`config.mk`:
```
export PLATFORM = sky130hd
export DESIGN_NAME = sorted_priority_queue
export DESIGN_NICKNAME = d
export VERILOG_FILES = /design/src/spq_pkg.sv /design/src/spq_cell.sv /design/src/sorted_priority_queue.sv
export SDC_FILE = /design/constraint.sdc
export NUM_CORES = 1
export LEC_CHECK = 0
export BUFFER_PORTS_ARGS = -buffer_cell sky130_fd_sc_hd__buf_2
export CAP_MARGIN = 20
export CORE_ASPECT_RATIO = 0.5
export CORE_UTILIZATION = 30
export CTS_BUF_LIST = sky130_fd_sc_hd__clkbuf_8
export CTS_CLUSTER_SIZE = 8
export DETAILED_ROUTE_END_ITERATION = 12
export HOLD_SLACK_MARGIN = 0.02
export SYNTH_ARGS = -nofsm -noshare
export SYNTH_HDL_FRONTEND = slang
export SYNTH_SLANG_ARGS = --single-unit
```
`constraint.sdc`:
```
create_clock -name clk -period 6.2 [get_ports clk]
set_input_delay 0.62 -clock clk [delete_from_list [all_inputs] [get_ports clk]]
set_output_delay 0.62 -clock clk [all_outputs]
set_load 0.01 [all_outputs]
```
`src/spq_pkg.sv`:
```
package spq_pkg;

  localparam int DEPTH_DEF        = 10;
  localparam int PAYLOAD_BITS_DEF = 32;

  localparam int PRIO_W = 3;
  localparam int WORD_W = 32;
  localparam int OCC_W  = 4;
  localparam int STAT_W = 2;

  localparam logic [PRIO_W-1:0] PRIO_MIN = 3'd1;
  localparam logic [PRIO_W-1:0] PRIO_MAX = 3'd5;

  localparam logic OP_ENQ = 1'b0;
  localparam logic OP_DEQ = 1'b1;

  localparam logic [STAT_W-1:0] ST_DONE  = 2'd0;
  localparam logic [STAT_W-1:0] ST_FULL  = 2'd1;
  localparam logic [STAT_W-1:0] ST_EMPTY = 2'd2;

  // command broadcast to every cell of the chain
  typedef struct packed {
    logic              enq;
    logic              deq;
    logic [PRIO_W-1:0] prio;
  } spq_cmd_t;

endpackage

```
`src/spq_cell.sv`:
```
module spq_cell #(
  parameter int PAYLOAD_BITS = spq_pkg::PAYLOAD_BITS_DEF
) (
  input  logic                      clk,
  input  logic                      rst_n,
  input  spq_pkg::spq_cmd_t         cmd,
  input  logic [PAYLOAD_BITS-1:0]   new_payload,
  // neighbor toward the head
  input  logic [spq_pkg::PRIO_W-1:0] up_prio,
  input  logic [PAYLOAD_BITS-1:0]   up_payload,
  input  logic                      up_keep,
  // neighbor toward the tail
  input  logic [spq_pkg::PRIO_W-1:0] dn_prio,
  input  logic [PAYLOAD_BITS-1:0]   dn_payload,
  output logic [spq_pkg::PRIO_W-1:0] prio,
  output logic [PAYLOAD_BITS-1:0]   payload,
  output logic                      keep
);
  import spq_pkg::*;

  logic [PRIO_W-1:0]       prio_r, prio_nxt;
  logic [PAYLOAD_BITS-1:0] payload_r, payload_nxt;

  // an empty cell holds priority 0, so it never keeps against a legal insert
  assign keep = prio_r >= cmd.prio;

  always_comb begin
    prio_nxt    = prio_r;
    payload_nxt = payload_r;
    if (cmd.enq && !keep) begin
      if (up_keep) begin
        prio_nxt    = cmd.prio;
        payload_nxt = new_payload;
      end else begin
        prio_nxt    = up_prio;
        payload_nxt = up_payload;
      end
    end else if (cmd.deq) begin
      prio_nxt    = dn_prio;
      payload_nxt = dn_payload;
    end
  end

  always_ff @(posedge clk) begin
    if (!rst_n) begin
      prio_r <= '0;
    end else begin
      prio_r <= prio_nxt;
    end
  end

  always_ff @(posedge clk) begin
    payload_r <= payload_nxt;
  end

  assign prio    = prio_r;
  assign payload = payload_r;

endmodule

```
`src/sorted_priority_queue.sv`:
```
// sorted priority queue: holds up to DEPTH entries of a priority (1 lowest,
// 5 highest) and a payload word, kept in descending priority order with
// equal priorities leaving in arrival order. an input word with op enqueue
// inserts behind every entry of equal or higher priority (priority 0 is
// taken as 1, 6 and 7 as 5); op dequeue removes the head. every input word
// yields exactly one output word with a status (done, full, empty), the
// dequeued priority and payload (zero otherwise) and the occupancy after the
// operation, cut to four bits. the store is a chain of DEPTH cells that all
// compare against the incoming priority and shift toward their neighbor in
// the same cycle, so one word is taken every cycle, with its result captured
// in an output register; the input is stalled only while that register
// holds a word the receiver is stalling. reset empties the queue at once,
// there is no clearing sweep.
module sorted_priority_queue #(
  parameter int DEPTH        = spq_pkg::DEPTH_DEF,
  parameter int PAYLOAD_BITS = spq_pkg::PAYLOAD_BITS_DEF
) (
  input  logic                         clk,
  input  logic                         rst_n,
  // input channel
  input  logic                         in_valid,
  output logic                         in_stall,
  input  logic                         in_op,
  input  logic [spq_pkg::PRIO_W-1:0]   in_new_priority,
  input  logic [spq_pkg::WORD_W-1:0]   in_new_payload,
  // result channel
  output logic                         out_valid,
  input  logic                         out_stall,
  output logic [spq_pkg::STAT_W-1:0]   out_status,
  output logic [spq_pkg::PRIO_W-1:0]   out_head_priority,
  output logic [spq_pkg::WORD_W-1:0]   out_head_payload,
  output logic [spq_pkg::OCC_W-1:0]    out_occupancy
);
  import spq_pkg::*;

  localparam int CNT_W = $clog2(DEPTH + 1);
  localparam logic [CNT_W-1:0] CNT_FULL = CNT_W'(DEPTH);

  // occupancy counter
  logic [CNT_W-1:0] count_r, count_nxt;

  // output register
  logic              out_valid_r;
  logic [STAT_W-1:0] status_r, status_nxt;
  logic [PRIO_W-1:0] head_prio_r, head_prio_nxt;
  logic [WORD_W-1:0] head_pay_r, head_pay_nxt;
  logic [OCC_W-1:0]  occ_r, occ_nxt;

  logic              accept;
  logic              is_full;
  logic              is_empty;
  logic [PRIO_W-1:0] prio_clamped;
  spq_cmd_t          cmd;

  // width adapters between the port word and the stored payload
  logic [PAYLOAD_BITS+WORD_W-1:0] in_pay_wide;
  logic [PAYLOAD_BITS-1:0]        in_pay;
  logic [PAYLOAD_BITS+WORD_W-1:0] head_pay_wide;
  logic [CNT_W+OCC_W-1:0]         count_wide;

  // chain taps
  logic [PRIO_W-1:0]       cell_prio [DEPTH];
  logic [PAYLOAD_BITS-1:0] cell_pay  [DEPTH];
  logic                    cell_keep [DEPTH];

  // a new word can enter whenever the output register is free or draining
  assign in_stall = out_valid_r && out_stall;
  assign accept   = in_valid && !in_stall;

  assign is_full  = count_r == CNT_FULL;
  assign is_empty = count_r == '0;

  // out-of-range priorities are pulled into 1..5
  always_comb begin
    if (in_new_priority < PRIO_MIN) begin
      prio_clamped = PRIO_MIN;
    end else if (in_new_priority > PRIO_MAX) begin
      prio_clamped = PRIO_MAX;
    end else begin
      prio_clamped = in_new_priority;
    end
  end

  assign in_pay_wide = {{PAYLOAD_BITS{1'b0}}, in_new_payload};
  assign in_pay      = in_pay_wide[PAYLOAD_BITS-1:0];

  // only operations that succeed move the chain
  assign cmd.enq  = accept && (in_op == OP_ENQ) && !is_full;
  assign cmd.deq  = accept && (in_op == OP_DEQ) && !is_empty;
  assign cmd.prio = prio_clamped;

  // the chain: cell 0 is the head, the last cell pulls in an empty slot
  for (genvar i = 0; i < DEPTH; i++) begin : g_cell
    logic [PRIO_W-1:0]       up_prio, dn_prio;
    logic [PAYLOAD_BITS-1:0] up_pay, dn_pay;
    logic                    up_keep;

    if (i == 0) begin : g_head
      // nothing ahead of the head: an insert that reaches it lands here
      assign up_prio = '0;
      assign up_pay  = '0;
      assign up_keep = 1'b1;
    end else begin : g_mid
      assign up_prio = cell_prio[i-1];
      assign up_pay  = cell_pay[i-1];
      assign up_keep = cell_keep[i-1];
    end

    if (i == DEPTH - 1) begin : g_tail
      assign dn_prio = '0;
      assign dn_pay  = '0;
    end else begin : g_body
      assign dn_prio = cell_prio[i+1];
      assign dn_pay  = cell_pay[i+1];
    end

    spq_cell #(
      .PAYLOAD_BITS (PAYLOAD_BITS)
    ) u_cell (
      .clk         (clk),
      .rst_n       (rst_n),
      .cmd         (cmd),
      .new_payload (in_pay),
      .up_prio     (up_prio),
      .up_payload  (up_pay),
      .up_keep     (up_keep),
      .dn_prio     (dn_prio),
      .dn_payload  (dn_pay),
      .prio        (cell_prio[i]),
      .payload     (cell_pay[i]),
      .keep        (cell_keep[i])
    );
  end

  // count tracks the chain
  always_comb begin
    count_nxt = count_r;
    if (cmd.enq) begin
      count_nxt = count_r + CNT_W'(1);
    end else if (cmd.deq) begin
      count_nxt = count_r - CNT_W'(1);
    end
  end

  assign head_pay_wide = {{WORD_W{1'b0}}, cell_pay[0]};
  assign count_wide    = {{OCC_W{1'b0}}, count_nxt};

  // result word: status and head from the state before the chain moves, occupancy after it
  always_comb begin
    head_prio_nxt = '0;
    head_pay_nxt  = '0;
    occ_nxt       = count_wide[OCC_W-1:0];
    if (in_op == OP_ENQ) begin
      status_nxt = is_full ? ST_FULL : ST_DONE;
    end else if (is_empty) begin
      status_nxt = ST_EMPTY;
    end else begin
      status_nxt    = ST_DONE;
      head_prio_nxt = cell_prio[0];
      head_pay_nxt  = head_pay_wide[WORD_W-1:0];
    end
  end

  always_ff @(posedge clk) begin
    if (!rst_n) begin
      count_r     <= '0;
      out_valid_r <= 1'b0;
    end else begin
      count_r <= count_nxt;
      if (accept) begin
        out_valid_r <= 1'b1;
      end else if (!out_stall) begin
        out_valid_r <= 1'b0;
      end
    end
  end

  // payload of the output register needs no reset
  always_ff @(posedge clk) begin
    if (accept) begin
      status_r    <= status_nxt;
      head_prio_r <= head_prio_nxt;
      head_pay_r  <= head_pay_nxt;
      occ_r       <= occ_nxt;
    end
  end

  assign out_valid         = out_valid_r;
  assign out_status        = status_r;
  assign out_head_priority = head_prio_r;
  assign out_head_payload  = head_pay_r;
  assign out_occupancy     = occ_r;

endmodule

```
==> results.py, run 1 <==
metrics = {
    "hold_path": {
        "hold_path_depth": 2,
        "hold_class": "in -> reg",
        "hp-start": "in_valid",
        "worstHoldEndpoint": "out_valid",
    },
    "drt": {
        "vias": 16000,
        "viasPerCell": 5.37,
        "first_pass_iters": 5,
        "wl_per_cell_um": 18.2,
        "drc": 0,
        "drt_iter0_markers": 1225,
        "routed_wl_um": 54400,
        "antenna_left": 0,
    },
    "synth": {
        "syn_inst": 2068,
        "ys_types": 49,
        "synth_area_leaders": "edfxtp_1 (54%), nand2_1 (11%), a31oi_1 (8.0%), a21oi_1 (7.4%), dfxtp_1 (3.5%)",
        "synth.yosys.seq_area_share": 0.572,
        "yosys-top-cells-count": "nand2_1 (598), edfxtp_1 (361), a21oi_1 (300)",
        "async_flop_share": 0,
        "netlist_area_mm2": 0.0202,
        "syn_nets": 2141,
        "synth_top_area_cell": "edfxtp_1",
        "yosysWarnings": 0,
        "synth.most_common_cell": "nand2_1",
        "yosys_most_used_dff": "edfxtp_1",
        "synth_top_area_share": 0.538,
        "synth-seq-cells": 396,
        "synth.avg_cell_area_um2": 9.75,
        "synth_edf_count": 361,
    },
    "power": {
        "finalPower_mw": 7.35,
        "vdd_drop_max_uv": 126,
        "cellPowerDensity_mw_per_mm2": 324,
        "leakagePower_nw": 8.30,
    },
    "worst_setup_path": {
        "ff2ff_path_depth": 6,
        "cp.required_ns": 6.64,
        "endpoint_kind": "flop",
        "start_kind": "input pin",
        "rrSetupSlack_ns": 2.68,
        "r2r-end": "g_cell[9].u_cell.payload[7]",
        "cp_data_arrival_time_ns": 3.97,
        "cp_max_fo": 47,
        "path_class": "in -> reg",
        "r2r-start": "count_r[0]",
        "critical_path.most_common_cell": "nor2b_1",
        "max_stage_delay_ns": 0.81,
        "critPathTopFamily": "compound AO/OA/AOI/OAI gates",
        "cp_slowest_cell": "o21a_2",
        "cp_num_buf_inv": 2,
        "path_cells": "buf_2, nor2b_1, o21bai_2, ha_1, nor2b_1, o21a_2, buf_4, nand2_1, a31oi_1",
    },
    "sta": {
        "fin_setup_tns_ns": 0,
        "maxSlewHeadroom": 0.275,
        "period_share": 0.569,
        "slew_violations": 0,
        "fin_ws_ns": 2.67,
        "period_needed_ns": 3.53,
        "whs_ns": 0.220,
        "skew_ns": 0.0261,
        "worst_pin_slew_ns": 1.08,
        "grt_setup_unrepaired": "no",
        "clock.fmax_ghz": 0.284,
        "setup_violations": 0,
        "final-hold-violation-count": 0,
    },
    "run": {
        "drv_cap": 0,
    },
    "global_routing": {
        "antenna_found_initial": 1,
        "grtUsageMet1": 0.196,
        "grtUsageMet2": 0.277,
        "grt_busiest_layer": "met2",
        "grt_pass1_vias": 16400,
        "track_usage": 0.157,
        "grt_pass1_wl_um": 87400,
        "grt_max_degree": 195,
        "gr-total-overflow": 0,
        "use_met3": 0.0221,
    },
    "clock_network": {
        "hold_buffers": 0,
        "clk_pin_slew_ns": 0.06,
        "cts_buffer_depth": 3,
        "numCtsBuffers": 67,
        "clk_root_buffer_cell": "clkbuf_8",
        "cts.sinks": 396,
        "h-tree-depth": 3,
        "insertion_delay_ns": 0.62,
        "ctsResizeCount": 0,
        "cts_tree": "done",
        "cts_setup_buffers": 0,
    },
    "finish": {
        "finalCoreUtilization": 0.345,
        "drive_above_1_share": 0.130,
        "syn2layout_area_growth_pct": 12.4,
        "diodes": 0,
        "nets": 2124,
        "fill_cells": 6741,
        "multi_input_area_mm2": 0.00790,
        "seq_area_mm2": 0.0115,
    },
    "placed_design": {
        "hpwl_um": 35300,
        "place_ws_ns": 1.81,
        "port_buffers": 82,
        "gp_congestion": 0.788,
    },
    "die": {
        "die_w_um": 369,
        "fp.dieH_um": 185,
        "fp.dieArea_mm2": 0.0683,
        "initial_utilization": 0.307,
        "coreArea_mm2": 0.0657,
        "boundaryPins": 83,
        "core.rowCount": 66,
    },
    "status": {
        "status": "completed",
    },
}
-- metal layers --
metal | wire, um | share of wire | vias to the layer above
met2 | 27100 | 0.50 | 462
met1 | 23600 | 0.43 | 7926
met4 | 1370 | 0.025 | 2
met3 | 2300 | 0.042 | 115
met5 | 13 | 0.00024 | -
li1 | - | - | 7499
-- sequential cells by signal (all words and copies together), names as in the netlist --
| name | flops |
|---|---|
| g_cell.u_cell.prio | 30 |
| g_cell.u_cell.payload | 320 |
| out_status | 2 |
| out_head_priority | 3 |
| out_head_payload | 32 |
| out_occupancy | 4 |
| count_r | 4 |
| out_valid | 1 |
-- placed cells by master (no fill, tap or decap), drive strengths merged, types with 15 or more instances in the layout --
cell and count:
nor2 24, a21oi 300, nand2 598, o21ai 25, buf 125, clkinv 15
inv 48, o22ai 17, edfxtp 361, mux2i 43, a31oi 259, mux2 33
and3 35, dfxtp 35, clkbuf 71, ha 33
-- worst max-delay path by stage --
stage                                         to  slack, ns  cells past startpoint          startpoint
floorplan            g_cell[8].u_cell.payload[0]       0.92                      9  in_new_priority[1]
global placement    g_cell[8].u_cell.payload[30]       1.85                      7  in_new_priority[2]
detailed placement  g_cell[8].u_cell.payload[28]       1.81                      7  in_new_priority[2]
CTS                 g_cell[8].u_cell.payload[24]       2.37                      7  in_new_priority[2]
global route        g_cell[9].u_cell.payload[10]       2.37                      6          count_r[0]
finish              g_cell[3].u_cell.payload[28]       2.67                      9  in_new_priority[2]
-- cells by family (layout without fill, tap and decap cells) --
kind of cell               count (synthesis)  in the layout  share of synthesized area
DFF                                      396            396                      0.572
and+or+nand+nor                          699            699                      0.140
xor gates and xnor gates                   2              2                   0.000869
buffers and inverters                    229            260                     0.0471
AOI/OAI and AO/OA                        633            633                      0.179
muxes                                     76             76                     0.0398
adders and majority gates                 33             33                     0.0205
-- area by class of cell --
type	instances	share of cell area
inverters	18	0.00298
clock inverters	46	0.00795
repair buffers	125	0.0392
well taps	884	0.0488
clock buffers	71	0.0431
multi-input cells	1443	0.349
flip-flops and latches	396	0.509
-- power by group --
group          total (mW)  internal [mW]  switching [mW]
Sequential           3.68           3.47           0.211
Clock                2.13           1.05            1.08
Combinational        1.54          0.506            1.03
-- per-stage QoR --
stage / cell area, um2 / instances
2_1_floorplan: 20200 / 2068
3_3_place_gp: 21300 / 2853
3_5_place_dp: 21400 / 2860
4_1_cts: 22500 / 2977
5_1_grt: 22700 / 2983
6_report: 22700 / 2983
Power figures use the tool's default switching activity.
==> run 2: changes to the inputs <==
Clock period 6.2 ns to 3.55 ns, I/O delays scaled along.
==> run 2 against run 1 <==
  * Sequential power up 75%
  * Non-clock buffer count grew 25
  * Via count rose by 1.3%
  * Critical path depth fell by 1
==> results.py, run 2 (synthesis gave the netlist of run 1 again) <==
metrics = {
    "global_routing": {
        "grtUsageMet1": 0.220,
        "grtUsageMet2": 0.281,
        "track_usage": 0.166,
        "grt_pass1_wl_um": 91200,
        "grt_max_degree": 88,
        "gr-total-overflow": 0,
        "grt_pass1_vias": 16200,
        "antenna_found_initial": 0,
        "use_met3": 0.0226,
        "grt_busiest_layer": "met2",
    },
    "sta": {
        "slew_violations": 0,
        "period_share": 0.839,
        "fin_ws_ns": 0.571,
        "worst_pin_slew_ns": 0.675,
        "grt_setup_unrepaired": "no",
        "period_needed_ns": 2.98,
        "skew_ns": 0.0201,
        "maxSlewHeadroom": 0.550,
        "whs_ns": 0.117,
        "clock.fmax_ghz": 0.336,
        "fin_setup_tns_ns": 0,
        "final-hold-violation-count": 0,
        "setup_violations": 0,
    },
    "worst_setup_path": {
        "max_stage_delay_ns": 0.63,
        "path_class": "reg -> reg",
        "cp_slowest_cell": "or3_2",
        "cp.required_ns": 3.88,
        "cp_data_arrival_time_ns": 3.31,
        "cp_max_fo": 27,
        "path_cells": "inv_1, ha_1, and3b_1, or3_2, buf_4, nor2_2, buf_12, a31oi_1",
        "endpoint_kind": "flop",
        "start_kind": "flop",
    },
    "finish": {
        "seq_area_mm2": 0.0115,
        "drive_above_1_share": 0.140,
        "syn2layout_area_growth_pct": 13.6,
        "fill_cells": 6713,
        "layout_commonest_cell": "nand2_1",
        "largest_reg_flops": 320,
        "nets": 2151,
        "most-common-layout-cells": "nand2_1 (598), edfxtp_1 (361), a21oi_1 (300)",
        "diodes": 0,
        "multi_input_area_mm2": 0.00785,
        "layout.cells.non_filler": 3009,
    },
    "clock_network": {
        "insertion_delay_ns": 0.62,
        "cts_buffer_depth": 3,
        "cts_tree": "done",
        "clk_pin_slew_ns": 0.07,
        "numCtsBuffers": 69,
        "cts.sinks": 396,
        "cts_setup_buffers": 0,
        "ctsResizeCount": 0,
        "clk_root_buffer_cell": "clkbuf_8",
        "h-tree-depth": 3,
    },
    "die": {
        "boundaryPins": 83,
        "fp.dieH_um": 185,
        "initial_utilization": 0.307,
        "fp.dieArea_mm2": 0.0683,
        "core.rowCount": 66,
        "coreArea_mm2": 0.0657,
        "die_w_um": 369,
    },
    "power": {
        "pwr-share-comb": 0.214,
        "leakagePower_nw": 8.44,
        "p_sw_mw": 4.16,
        "finalPower_mw": 13.1,
        "vdd_drop_max_uv": 238,
        "p_int_mw": 8.91,
        "clockPowerShare": 0.294,
        "switching_share": 0.318,
        "seqPwrFrac": 0.492,
        "cellPowerDensity_mw_per_mm2": 571,
    },
    "placed_design": {
        "place_ws_ns": 0.447,
        "gp_congestion": 0.813,
        "hpwl_um": 37700,
        "port_buffers": 82,
        "dp_cells": 2889,
    },
    "drt": {
        "viasPerCell": 5.39,
        "drc": 0,
        "wl_per_cell_um": 19.2,
        "routed_wl_um": 57700,
        "first_pass_iters": 5,
        "antenna_left": 0,
        "vias": 16200,
        "drt_iter0_markers": 1548,
    },
    "status": {
        "status": "completed",
    },
    "run": {
        "drv_cap": 0,
    },
    "hold_path": {
        "hold_class": "in -> reg",
    },
}
run 2: worst paths after layout:
check	from	end	slack, ns	cells past startpoint
max	count_r[0]	g_cell[2].u_cell.payload[24]	0.57	8
min	out_stall	out_valid	0.12	3
max reg2reg	count_r[0]	g_cell[2].u_cell.payload[24]	0.57	8
min reg2reg	g_cell[1].u_cell.prio[0]	g_cell[0].u_cell.prio[0]	0.51	2
run 2: what timing repair did:
item | CTS | global route
endpoints found under the hold margin | 1 | 0
hold buffers | 1 | 0
endpoints found under the setup margin | 0 | 0
run 2: metrics by stage:
step / area (um2) / utilization
2_1_floorplan: 20200 / -
4_1_cts: 22900 / 0.348
5_1_grt: 22900 / 0.348
6_report: 22900 / 0.348
3_5_place_dp: 21700 / 0.330
3_3_place_gp: 21700 / 0.330
run 2: power by group through the flow:
stage                     clock, mW  combinational (mW)  sequential, mW
final                          3.84                2.79            6.43
after global routing           4.10                3.09            6.50
after detailed placement          0                2.77            6.52
after floorplan                   0                1.87            6.40
after CTS                      3.92                2.77            6.44
after global placement            0                2.70            6.52
run 2: area by class of cell:
class                           instances  share of cell area
Tap cell                              884              0.0483
Sequential cell                       396               0.504
Multi-Input combinational cell       1443               0.343
Timing Repair Buffer                  150              0.0502
Clock buffer                           71              0.0427
Inverter                               18             0.00295
Clock inverter                         47             0.00929
run 2: per-layer routing:
metal / up-vias / share of wire
met1: 8102 / 0.45
met5: - / 0
met2: 465 / 0.49
li1: 7552 / -
met4: 0 / 0.023
met3: 92 / 0.043
run 2: worst max-delay path, delay by kind of cell, from the launching register on:
kind            cells  cell delay (ns)
compound gates      1             0.10
buf+inv             3             0.70
simple gates        3             1.29
fa+ha+maj           1             0.19
flops               1             0.40
